File: src/rtl/lcov_pkg.sv
// shared types, constants and tables for the corridor obstacle veto block
package lcov_pkg;

    localparam int NUM_MOVES    = 4;
    localparam int CORDIC_STEPS = 16;
    localparam int STEP_W       = $clog2(CORDIC_STEPS + 1);

    localparam logic [15:0] CLEAR_RST = 16'd300;
    localparam logic [15:0] ASTART_RST = 16'h8000;
    localparam logic [15:0] ASTEP_RST = 16'd64;
    localparam logic [2:0]  MOVES_RST = 3'd4;
    localparam logic [15:0] GAIN_Q15 = 16'd19898;

    localparam logic [2:0] REG_CLEARANCE = 3'd0;
    localparam logic [2:0] REG_ASTART    = 3'd1;
    localparam logic [2:0] REG_ASTEP     = 3'd2;
    localparam logic [2:0] REG_MOVES     = 3'd3;
    localparam logic [2:0] REG_MOVE1     = 3'd4;
    localparam logic [2:0] REG_MOVE2     = 3'd5;
    localparam logic [2:0] REG_MOVE3     = 3'd6;
    localparam logic [2:0] REG_MOVE4     = 3'd7;

    typedef struct packed {
        logic [15:0] range_mm;
        logic        range_finite;
        logic        last_beam;
    } beam_t;

    typedef struct packed {
        logic [3:0]  veto_mask;
        logic [15:0] nearest_mm;
        logic        obstacle_found;
    } veto_t;

    // controller to datapath
    typedef struct packed {
        logic load;      // capture request, set up cordic
        logic iterate;   // one cordic micro-rotation
        logic mult;      // range products
        logic judge;     // corridor test and nearest update
        logic finish;    // build result, clear scan, or advance angle
    } cmd_t;

    typedef struct packed {
        logic finite;
        logic last;
        logic iter_done;
    } status_t;

    function automatic logic [31:0] atan_turn(input logic [4:0] i);
        logic [31:0] r;
        begin
            case (i)
                5'd0:  r = 32'h20000000;
                5'd1:  r = 32'h12E4051E;
                5'd2:  r = 32'h09FB385B;
                5'd3:  r = 32'h051111D4;
                5'd4:  r = 32'h028B0D43;
                5'd5:  r = 32'h0145D7E1;
                5'd6:  r = 32'h00A2F61E;
                5'd7:  r = 32'h00517C55;
                5'd8:  r = 32'h0028BE53;
                5'd9:  r = 32'h00145F2F;
                5'd10: r = 32'h000A2F98;
                5'd11: r = 32'h000517CC;
                5'd12: r = 32'h00028BE6;
                5'd13: r = 32'h000145F3;
                5'd14: r = 32'h0000A2FA;
                5'd15: r = 32'h0000517D;
                5'd16: r = 32'h000028BE;
                5'd17: r = 32'h0000145F;
                5'd18: r = 32'h00000A30;
                5'd19: r = 32'h00000518;
                default: r = 32'h0;
            endcase
            return r;
        end
    endfunction

endpackage

File: src/rtl/lcov_ctrl.sv
// sequencer for one beam: load, cordic iterations, multiply, judge, finish
module lcov_ctrl (
    input  logic               clk,
    input  logic               rst_n,
    input  logic               in_valid,
    output logic               in_ready,
    output logic               out_valid,
    input  logic               out_ready,
    input  lcov_pkg::status_t  status,
    output lcov_pkg::cmd_t     cmd
);

    localparam logic [2:0] S_IDLE = 3'd0;
    localparam logic [2:0] S_ITER = 3'd1;
    localparam logic [2:0] S_MULT = 3'd2;
    localparam logic [2:0] S_JUDG = 3'd3;
    localparam logic [2:0] S_FIN  = 3'd4;

    logic [2:0] state_reg, state_next;
    logic       ovalid_reg, ovalid_next;

    // a new result may only be built once the old one has left
    assign in_ready  = (state_reg == S_IDLE);
    assign out_valid = ovalid_reg;

    always_comb
    begin
        state_next  = state_reg;
        ovalid_next = ovalid_reg;
        cmd         = '0;
        if (ovalid_reg && out_ready)
            ovalid_next = 1'b0;
        unique case (state_reg)
            S_IDLE:
            begin
                if (in_valid)
                begin
                    cmd.load   = 1'b1;
                    state_next = S_ITER;
                end
            end
            S_ITER:
            begin
                cmd.iterate = 1'b1;
                if (status.iter_done || !status.finite)
                    state_next = S_MULT;
            end
            S_MULT:
            begin
                cmd.mult   = 1'b1;
                state_next = S_JUDG;
            end
            S_JUDG:
            begin
                cmd.judge  = 1'b1;
                state_next = S_FIN;
            end
            S_FIN:
            begin
                if (!status.last || !ovalid_next)
                begin
                    cmd.finish = 1'b1;
                    if (status.last)
                        ovalid_next = 1'b1;
                    state_next = S_IDLE;
                end
            end
            default: state_next = S_IDLE;
        endcase
    end

    always_ff @(posedge clk or negedge rst_n)
    begin
        if (!rst_n)
        begin
            state_reg  <= S_IDLE;
            ovalid_reg <= 1'b0;
        end
        else
        begin
            state_reg  <= state_next;
            ovalid_reg <= ovalid_next;
        end
    end

`ifndef SYNTHESIS
    a_load_idle: assert property (@(posedge clk) disable iff (!rst_n)
        cmd.load |-> state_reg == S_IDLE)
        else $error("load outside idle");
    a_fin_no_clobber: assert property (@(posedge clk) disable iff (!rst_n)
        (cmd.finish && status.last) |-> (!ovalid_reg || out_ready))
        else $error("result overwritten");
    a_one_cmd: assert property (@(posedge clk) disable iff (!rst_n)
        $onehot0(cmd))
        else $error("multiple commands");
`endif

endmodule

File: config.mk
export PLATFORM = sky130hd
export DESIGN_NAME = lcov_ctrl
export DESIGN_NICKNAME = d
export VERILOG_FILES = /design/src/rtl/lcov_pkg.sv /design/src/rtl/lcov_ctrl.sv
export SDC_FILE = /design/constraint.sdc
export NUM_CORES = 1
export LEC_CHECK = 0
export ABC_AREA = 1
export BUFFER_PORTS_ARGS = -buffer_cell sky130_fd_sc_hd__buf_2
export CAP_MARGIN = 0
export CELL_PAD_IN_SITES_DETAIL_PLACEMENT = 0
export CELL_PAD_IN_SITES_GLOBAL_PLACEMENT = 1
export CORE_AREA = 4 4 41 43
export DETAILED_ROUTE_END_ITERATION = 10
export DIE_AREA = 0 0 45 47
export PLACE_DENSITY = 0.59
export REMOVE_ABC_BUFFERS = 1
export SETUP_SLACK_MARGIN = 0.5
export SYNTH_ARGS = -nofsm -noshare
export SYNTH_HDL_FRONTEND = slang
export SYNTH_SLANG_ARGS = --single-unit
File: constraint.sdc
create_clock -name clk -period 0.87 [get_ports clk]
set_input_delay 0.174 -clock clk [delete_from_list [all_inputs] [get_ports clk]]
set_output_delay 0.174 -clock clk [all_outputs]
set_load 0.1 [all_outputs]
* Word level (Yosys, flattened, before mapping)
Index checks and enable logic that the tools add are counted.
** Operators by class
- Add/subtract/negate cells :: 0
- $mul :: 0
- Div/mod/pow operators :: 0
- $lt $le $gt $ge :: 0
- Equal/unequal tests :: 7
- Shift-type cells :: 0
- Multiplexer cells :: 15
- Bitwise gates (word level) :: 0
- Reductions and logical operators :: 8
** Operators with widths (count)
- one-hot mux 3 bit (5 select lines) :: 1
- 2-to-1 mux 1 bit :: 11
- 2-to-1 mux 3 bit :: 3
- == test 3 x 2 -> 1 bit, second input constant :: 2
- != test 2 bit, second input constant :: 3
- == test 3 x 1 -> 1 bit, second input constant :: 1
- == test 3 bit, second input constant :: 1
- zero test 1 bit :: 3
- zero test 3 bit :: 1
- AND reduction 3 bit :: 1
- logical OR 1 bit :: 2
- logical AND 1 bit :: 1
** Storage, ports and cells
- Register bits :: 4
- Latch bits :: 0
- Memory bits (writable) :: 0
- Bits in read-only memories :: 0
- Input port bits :: 7
- Output and inout bits :: 7
- Logic and storage cells :: 32
- Memories kept :: 0

* Logic depth before layout (Yosys ltp)
Gate-level depths: netlist of run 1.
- Word-level depth :: 6
- Gate-level depth with buffers :: 6
- Mapped depth without buffers :: 6

* Least setup slack after synthesis of run 1
Ideal clock, no wire load.
- Path kind :: register to output
- Start :: register state_reg[2]
- End :: output cmd[4] (netlist bit)
- Arrival :: 2.610 ns
- Data required time :: 0.696 ns
- Path slack :: -1.914 ns
- Cell stages (with the launch flop) :: 4
- Path buffers :: 0
- Cells stage by stage :: dfrtp_1 inv_1 nand2_2 nor3_1
** RTL lines
- from (decl) :: line lcov_ctrl.sv:19 : logic [2:0] state_reg, state_next;
- from (signal assigned) :: line lcov_ctrl.sv:81 : state_reg <= state_next;
- to (decl) :: line lcov_ctrl.sv:10 : output lcov_pkg::cmd_t cmd

==> results of run 1 <==
per-stage QoR:
stage	instance area, sq um	hold WS (ns)	cells	TNS [ns]
after detailed placement	546	-0.0212	79	-2.25
final	673	-0.267	87	-4.19
after CTS	653	-0.275	86	-4.28
after global routing	673	-0.262	87	-4.90
after floorplan	259	-0.122	38	-9.78
after global placement	546	-0.0228	79	-2.13
layer usage:
| metal | wire [um] | global-route usage [%] |
|---|---|---|
| met1 | 278 | 9.86 |
| met2 | 460 | 16.4 |
| met3 | 31 | 1.15 |
| met4 | 19 | 8.77 |
| met5 | 0 | 0 |
cell usage after synthesis, types with 2 or more instances:
cell     n  share of area, %
nand2_2  3               7.0
o21ai_1  2               3.8
dfrtp_1  4                38
nor2_1   7               9.9
nand2_1  4               5.6
inv_1    9                13
worst max-delay path, stage by stage, from the launching register on:
cell and delay (ns):
dfrtp_1 0.42, inv_2 0.10, nand2_4 0.06, nor3_2 0.11, buf_4 0.14, buf_12 0.16
area by class of cell:
cell class              count  area [sq um]
repair buffers             31           320
flip-flops and latches      4           100
clock buffers               3          22.5
well taps                  15          18.8
multi-input cells          24           171
fillers                   137           628
inverters                  10          40.0
what timing repair did:
| action | in CTS | in global routing |
|---|---|---|
| setup endpoints to repair | 11 | 11 |
| buffers inserted | 4 | 1 |
| resized for setup | 19 | 3 |
| hold endpoints to repair | 4 | 4 |
| pin swaps | 1 | 3 |
logic make-up after synthesis:
logic type	count (synthesis)	synth area share, %
AOI/OAI and AO/OA	4	8.45
buffers and inverters	11	16.9
DFF	4	37.6
and+or+nand+nor	20	37.1
final timing paths:
check | end | slack [ns] | cells past startpoint
worst max-delay path | cmd[4] | -0.53 | 5
worst min-delay path | state_reg[2] | -0.27 | 1
worst max register to register | state_reg[0] | -0.45 | 8
worst min register to register | out_valid | 0.55 | 2
max in group asynchronous | state_reg[1] | 1.02 | 1
min in group clk | out_valid | 0.24 | 4
==> run summary, run 1 <==
Fin nets -> 81
Clock sink count -> 4
Seq cells post-synth -> 4
Clock Latency Late Sink -> 0.23 ns
CTS tree -> done
I/O Buffers -> 13
Final ANT Viol Nets -> 0
Core area -> 1300 sq um
Maxcap violations -> 0
Status -> finished with violations
Post-synth ARST share -> 100%
Post-synth cell types -> 16
Post-route DRC -> 0
H-tree lvl count -> 1
Fmax -> 713 MHz
Die area -> 2120 sq um
Top_reg_cell synth -> dfrtp_1
Largest net degree at the start of global routing -> 7
Commonest non-fill, non-tap cells in the layout -> 14 x buf_4, 7 x buf_12, 6 x buf_2, 5 x inv_1
Setup crit start kind -> register
Vias per inst -> 3.92
Number of I/O pins -> 14
Worst-Margin Slew -> 0.199 ns
Congestion Overflow GR -> 0
Max reg flops -> 3
Fin. Hold Viols -> 4
Initial antenna violation count -> 0
Critical path required time -> 0.70 ns
Setup Viol. Count Final -> 11
Mapped Avg Cell Area -> 6.83 sq um
Post-Synthesis Cell Area -> 267 sq um
Arrival time worst endpoint -> 1.23 ns
Layout cell share with drive strength beyond 1 -> 70.8%
Worst setup EP type -> primary output
Final RePlAce weighted congestion -> 0.713
Final hold slack -> -0.267 ns
Cell row count -> 13
Initial Util -> 20.5%
Die Y -> 47 um
Drt wl/cell -> 9.07 um
All-layer global routing usage -> 9.43%
RR Startpoint -> state_reg[0]
Final Util -> 51.7%
Post-layout min period -> 1.40 ns
Vias -> 341
Clock slew seen by the registers of the worst setup and hold paths -> 0.04 ns
Failing checks -> negative hold slack, negative setup slack
Clock Skews -> 0.00374 ns
Worst slew margin -> 86.7%
Antenna Cells -> 0
Crit path from -> state_reg[0]
Drt total wl -> 789 um
DIE WIDTH -> 45 um
Post-synth EDFFs -> 0
First-pass GRT wire length -> 1.37 mm
Commonest non-fill, non-tap cell in the layout -> buf_4
Vias in the first global route -> 351
Synthesis-to-layout area growth -> 153%
Clock Path Buffers -> 2
Register area share after synthesis -> 37.6%
Worst setup path category -> register to primary output
Worst min path class -> primary input to async pin
Slew Viols, Final -> 0
Inserted Clock Buffers -> 3
RSZ-0062 raised after global routing -> yes
Initial DRC count -> 1
Worst Slack Setup Final -> -0.532 ns
Syn Inst Count -> 39
Largest fanout on the critical path -> 4
Final Cycle Share -> 161%
Hpwl dp -> 627 um
DR pass1 iterations -> 2
Synth warnings -> 0
Pre-CTS setup slack -> -0.346 ns
Clk root buf -> clkbuf_4
Power of run 1 is not shown: default switching activity piles up to over one toggle a cycle in this logic, so the estimate is an artifact.
==> run 2: changes to the inputs <==
--- a/config.mk
+++ b/config.mk
@@ -5,7 +5,7 @@
 export SDC_FILE = /design/constraint.sdc
 export NUM_CORES = 1
 export LEC_CHECK = 0
-export ABC_AREA = 1
+export ABC_AREA = 0
 export BUFFER_PORTS_ARGS = -buffer_cell sky130_fd_sc_hd__buf_2
 export CAP_MARGIN = 0
 export CELL_PAD_IN_SITES_DETAIL_PLACEMENT = 0
@@ -13,8 +13,8 @@
 export CORE_AREA = 4 4 41 43
 export DETAILED_ROUTE_END_ITERATION = 10
 export DIE_AREA = 0 0 45 47
-export PLACE_DENSITY = 0.59
-export REMOVE_ABC_BUFFERS = 1
+export PLACE_DENSITY = 0.54
+export RECOVER_POWER = 25
 export SETUP_SLACK_MARGIN = 0.5
 export SYNTH_ARGS = -nofsm -noshare
 export SYNTH_HDL_FRONTEND = slang
==> run 2 against run 1 <==
The flow still finishes with violations (negative hold slack, negative setup slack). Via count decreased by 18%. Setup slack got worse by 0.0077 ns. Synthesized area decreased by 5.6%. Global-route usage decreased by 1.6 points. First-iteration DRC count increased by 100%. Critical path depth decreased by 2. Highest routed layer unchanged. Sequential cell count unchanged. Register-to-register slack improved by 0.13 ns. Largest cell class unchanged. Sequential share of layout area increased by 3.1 points.
==> run summary, run 2 <==
Fin nets -> 58 (was 81)
Post-Synthesis Cell Area -> 251 sq um (was 267 sq um)
Congestion Overflow GR -> 0 (unchanged)
Fmax -> 709 MHz (was 713 MHz)
Worst min path class -> primary input to async pin (unchanged)
Synthesis-to-layout area growth -> 138% (was 153%)
Inserted Clock Buffers -> 3 (unchanged)
Count leader, synth -> dfrtp_1 (was inv_1)
Maxcap violations -> 0 (unchanged)
Post-synth ARST share -> 100% (unchanged)
H-tree lvl count -> 1 (unchanged)
Clock Path Buffers -> 2 (unchanged)
Die area -> 2120 sq um (unchanged)
Mapped Avg Cell Area -> 9.67 sq um (was 6.83 sq um)
Final Cycle Share -> 162% (was 161%)
Fin. Hold Viols -> 4 (unchanged)
Slew Viols, Final -> 0 (unchanged)
Pre-CTS setup slack -> -0.344 ns (was -0.346 ns)
Final hold slack -> -0.252 ns (was -0.267 ns)
Vias per inst -> 4.28 (was 3.92)
Seq cells post-synth -> 4 (unchanged)
Initial DRC count -> 2 (was 1)
Cell row count -> 13 (unchanged)
Vias in the first global route -> 288 (was 351)
DIE WIDTH -> 45 um (unchanged)
Top_reg_cell synth -> dfrtp_1 (unchanged)
Setup crit start kind -> register (unchanged)
CTS tree -> done (unchanged)
Worst Slack Setup Final -> -0.540 ns (was -0.532 ns)
Max reg flops -> 3 (unchanged)
All-layer global routing usage -> 7.79% (was 9.43%)
Post-synth cell types -> 18 (was 16)
Arrival time worst endpoint -> 1.24 ns (was 1.23 ns)
Largest fanout on the critical path -> 6 (was 4)
Worst slew margin -> 84.5% (was 86.7%)
Worst setup EP type -> primary output (unchanged)
Number of I/O pins -> 14 (unchanged)
Die Y -> 47 um (unchanged)
Drt wl/cell -> 10.9 um (was 9.07 um)
Final ANT Viol Nets -> 0 (unchanged)
Antenna Cells -> 0 (unchanged)
Vias -> 278 (was 341)
Clock Skews -> 0.0157 ns (was 0.00374 ns)
Syn Inst Count -> 26 (was 39)
Worst setup path category -> register to primary output (unchanged)
Status -> finished with violations (unchanged)
Post-synth EDFFs -> 0 (unchanged)
# fillers -> 130 (was 137)
RSZ-0062 raised after global routing -> yes (unchanged)
Post-layout min period -> 1.41 ns (was 1.40 ns)
Final non-filler cell total -> 65 (was 87)
Synth top area share -> 39.8% (was 37.6%)
First-pass GRT wire length -> 1.15 mm (was 1.37 mm)
Hpwl dp -> 573 um (was 627 um)
Drt total wl -> 708 um (was 789 um)
Synth warnings -> 0 (unchanged)
Layout cell share with drive strength beyond 1 -> 80.0% (was 70.8%)
Register area share after synthesis -> 39.8% (was 37.6%)
Final Util -> 46.1% (was 51.7%)
I/O Buffers -> 13 (unchanged)
Placed Cells -> 60 (was 79)
Initial Util -> 19.3% (was 20.5%)
Clock sink count -> 4 (unchanged)
DR pass1 iterations -> 4 (was 2)
Initial antenna violation count -> 0 (unchanged)
Yosys top cell by area -> dfrtp_1 (unchanged)
Commonest non-fill, non-tap cells in the layout -> 7 x buf_12, 7 x buf_4, 5 x buf_2 (was 14 x buf_4, 7 x buf_12, 6 x buf_2, 5 x inv_1)
Largest net degree at the start of global routing -> 7 (unchanged)
Top post-synthesis cells by area -> dfrtp_1 40%, nand2b_1 7.5%, buf_4 6.0%, nor3b_1 6.0%, buf_6 4.5% (was dfrtp_1 38%, inv_1 13%, nor2_1 9.9%, nand2_2 7.0%, nand2_1 5.6%)
Syn nets -> 33
Worst-Margin Slew -> 0.231 ns (was 0.199 ns)
Final RePlAce weighted congestion -> 0.706 (was 0.713)
Top post-synthesis cells by count -> 4 x dfrtp_1, 3 x nand2b_1, 2 x buf_4, 2 x inv_1, 2 x nor3b_1 (was 9 x inv_1, 7 x nor2_1, 4 x dfrtp_1, 4 x nand2_1, 3 x nand2_2)
Clk root buf -> clkbuf_4 (unchanged)
Critical path required time -> 0.70 ns (about the same)
Setup TNS -> -4.03 ns (was -4.19 ns)
Post-route DRC -> 0 (unchanged)
Clock Latency Late Sink -> 0.25 ns (was 0.23 ns)
Clock slew seen by the registers of the worst setup and hold paths -> 0.05 ns (was 0.04 ns)
Failing checks -> negative hold slack, negative setup slack (unchanged)
Core area -> 1300 sq um (unchanged)
Setup Viol. Count Final -> 10 (was 11)
[run 2: layer usage]
layer	GRT usage, %	vias up	routed length [um]
met4	7.02	0	13
met3	3.07	2	61
met2	13.6	14	363
met1	6.94	127	270
li1	-	135	-
met5	0	-	0
[run 2: kinds of logic (layout without fill, tap and decap cells)]
group | Yosys count | in the layout | synth area share (%)
AOI/OAI and AO/OA | 5 | 5 | 15.4
buffers and inverters | 5 | 29 | 13.4
DFF | 4 | 4 | 39.8
and+or+nand+nor | 12 | 12 | 31.3
[run 2: worst paths after layout]
check,from,end,slack (ns),depth (start not counted)
max,state_reg[1],cmd[0],-0.54,3
min,rst_n,out_valid,-0.25,1
max reg2reg,state_reg[1],state_reg[0],-0.32,3
min reg2reg,state_reg[2],state_reg[1],0.62,2
max in group asynchronous,rst_n,state_reg[2],0.90,1
min in group clk,status[2],state_reg[1],0.25,4
[run 2: timing repair]
action | CTS | global route
endpoints found under the hold margin | 4 | 4
gates resized for setup | 5 | 4
endpoints found under the setup margin | 11 | 11
buffers inserted | 0 | 1
pin swaps | 3 | 1
[run 2: area by class of cell]
cell class | instances | area [sq um] | share of cell area [%]
repair buffers | 23 | 255 | 42.6
well taps | 15 | 18.8 | 3.13
multi-input cells | 17 | 184 | 30.7
clock buffers | 4 | 26.3 | 4.38
inverters | 2 | 7.51 | 1.25
flip-flops and latches | 4 | 108 | 18.0
[run 2: per-stage QoR]
step / hold WS (ns) / area [sq um]
floorplan: -0.122 / 317
global placement: -0.0174 / 531
detailed placement: -0.0144 / 531
CTS: -0.277 / 569
global route: -0.235 / 599
finish: -0.252 / 599
[run 2: worst max-delay path: stages (launching register included)]
cell     delay, ns
dfrtp_2       0.46
nor2_2        0.15
o211a_1       0.20
buf_12        0.18
Power of run 2 is left out for the same reason.
==> run 3: changes to the inputs <==
--- a/config.mk
+++ b/config.mk
@@ -13,7 +13,7 @@
 export CORE_AREA = 4 4 41 43
 export DETAILED_ROUTE_END_ITERATION = 10
 export DIE_AREA = 0 0 45 47
-export PLACE_DENSITY = 0.54
+export PLACE_DENSITY_LB_ADDON = 0.1
 export RECOVER_POWER = 25
 export SETUP_SLACK_MARGIN = 0.5
 export SYNTH_ARGS = -nofsm -noshare
==> run 3 against run 2 <==
The run still ends with negative hold slack, negative setup slack left. Via count shrank 1.8%. Clock skew shrank 0.012 ns. Hold slack improved by 0.012 ns. Register-to-register slack lost 0.04 ns. Highest routed layer is now met3.
==> run summary, run 3 (synthesized netlist as in run 2, its figures left out) <==
Status -> finished with violations (unchanged)
Failing checks -> negative hold slack, negative setup slack (unchanged)
Clock slew seen by the registers of the worst setup and hold paths -> 0.04 ns (was 0.05 ns)
Max reg flops -> 3 (unchanged)
Layout cell share with drive strength beyond 1 -> 82.7% (was 80.0%)
Initial antenna violation count -> 0 (unchanged)
Die area -> 2120 sq um (unchanged)
Fmax -> 711 MHz (was 709 MHz)
# fillers -> 134 (was 130)
Crit path from -> state_reg[2] (was state_reg[1])
Largest net degree at the start of global routing -> 7 (unchanged)
Vias in the first global route -> 302 (was 288)
I/O Buffers -> 13 (unchanged)
First-pass GRT wire length -> 1.14 mm (was 1.15 mm)
Vias -> 273 (was 278)
Maxcap violations -> 0 (unchanged)
Core area -> 1300 sq um (unchanged)
All-layer global routing usage -> 7.70% (was 7.79%)
Worst Slack Setup Final -> -0.537 ns (was -0.540 ns)
Setup TNS -> -4.17 ns (was -4.03 ns)
Die Y -> 47 um (unchanged)
Fin nets -> 61 (was 58)
Cell row count -> 13 (unchanged)
Clock Latency Late Sink -> 0.23 ns (was 0.25 ns)
Synthesis-to-layout area growth -> 148% (was 138%)
Final Cycle Share -> 162% (about the same)
Post-route DRC -> 0 (unchanged)
Worst-Margin Slew -> 0.205 ns (was 0.231 ns)
DR pass1 iterations -> 1 (was 4)
Clock Skews -> 0.00352 ns (was 0.0157 ns)
Arrival time worst endpoint -> 1.23 ns (was 1.24 ns)
Final hold slack -> -0.240 ns (was -0.252 ns)
RSZ-0062 raised after global routing -> yes (unchanged)
Pre-CTS setup slack -> -0.365 ns (was -0.344 ns)
Clk root buf -> clkbuf_4 (unchanged)
Drt wl/cell -> 9.90 um (was 10.9 um)
Final Util -> 48.0% (was 46.1%)
Antenna Cells -> 0 (unchanged)
Setup crit start kind -> register (unchanged)
Setup Viol. Count Final -> 11 (was 10)
Vias per inst -> 4.07 (was 4.28)
Final RePlAce weighted congestion -> 0.649 (was 0.706)
Clock Path Buffers -> 2 (unchanged)
Worst setup path category -> register to primary output (unchanged)
Worst min path class -> primary input to async pin (unchanged)
Hpwl dp -> 546 um (was 573 um)
Commonest non-fill, non-tap cells in the layout -> 8 x buf_4, 7 x buf_12, 5 x buf_2, 5 x buf_6 (was 7 x buf_12, 7 x buf_4, 5 x buf_2)
RR Startpoint -> state_reg[1] (unchanged)
Final ANT Viol Nets -> 0 (unchanged)
Worst setup EP type -> primary output (unchanged)
Number of I/O pins -> 14 (unchanged)
Slew Viols, Final -> 0 (unchanged)
Clock sink count -> 4 (unchanged)
Initial Util -> 19.3% (unchanged)
Largest fanout on the critical path -> 6 (unchanged)
Worst slew margin -> 86.3% (was 84.5%)
DIE WIDTH -> 45 um (unchanged)
Congestion Overflow GR -> 0 (unchanged)
Multi-input logic area -> 183 sq um (was 184 sq um)
H-tree lvl count -> 1 (unchanged)
Commonest non-fill, non-tap cell in the layout -> buf_4
Inserted Clock Buffers -> 3 (unchanged)
Drt total wl -> 663 um (was 708 um)
FF/Latch Area -> 108 sq um (unchanged)
Critical path required time -> 0.70 ns (about the same)
Initial DRC count -> 0 (was 2)
CTS tree -> done (unchanged)
Post-layout min period -> 1.41 ns (about the same)
Fin. Hold Viols -> 4 (unchanged)
[run 3: changes by cell type in the layout (fill, tap and decap cells not counted)]
cell and delta:
buf_4 +1, buf_6 +2, clkbuf_1 -1, nor3b_2 -1, nor3b_4 +1, o21ai_1 -1, o21ai_2 +1, o21bai_1 +1
o21bai_4 -1
[run 3: worst paths after layout]
check                               end  slack [ns]  cells after the start
max                              cmd[3]       -0.54                      3
min                           out_valid       -0.24                      1
max reg2reg                state_reg[0]       -0.36                      4
min reg2reg                state_reg[1]        0.63                      2
max in group asynchronous     out_valid        0.91                      1
min in group clk           state_reg[0]        0.26                      2
[run 3: timing repair]
item	CTS	global route
endpoints found under the setup margin	11	11
endpoints found under the hold margin	4	4
pin swaps	8	4
gates resized for setup	9	3
buffers inserted	3	1
[run 3: cell type report]
class / count / share of cell area, %
repair buffers: 26 / 45.7
multi-input cells: 17 / 29.3
flip-flops and latches: 4 / 17.2
clock buffers: 3 / 3.61
well taps: 15 / 3.01
inverters: 2 / 1.20
[run 3: worst max-delay path, cell delays in order, from the launching register on]
cell and delay, ns:
dfrtp_2 0.44, buf_4 0.16, nor3b_4 0.20, buf_12 0.20
[run 3: per-stage QoR]
stage,area [sq um],cells
CTS,607,66
floorplan,317,26
global placement,531,60
detailed placement,531,60
global route,624,67
finish,624,67
[run 3: routing by layer]
metal  up-vias  global-route usage (%)  share of wire, %
met4         0                    8.77                 0
met3         0                    1.53               6.6
met2         9                    12.1                54
li1        141                       -                 -
met1       123                    8.06                39
met5         -                       0                 0
Power of run 3 is left out for the same reason.
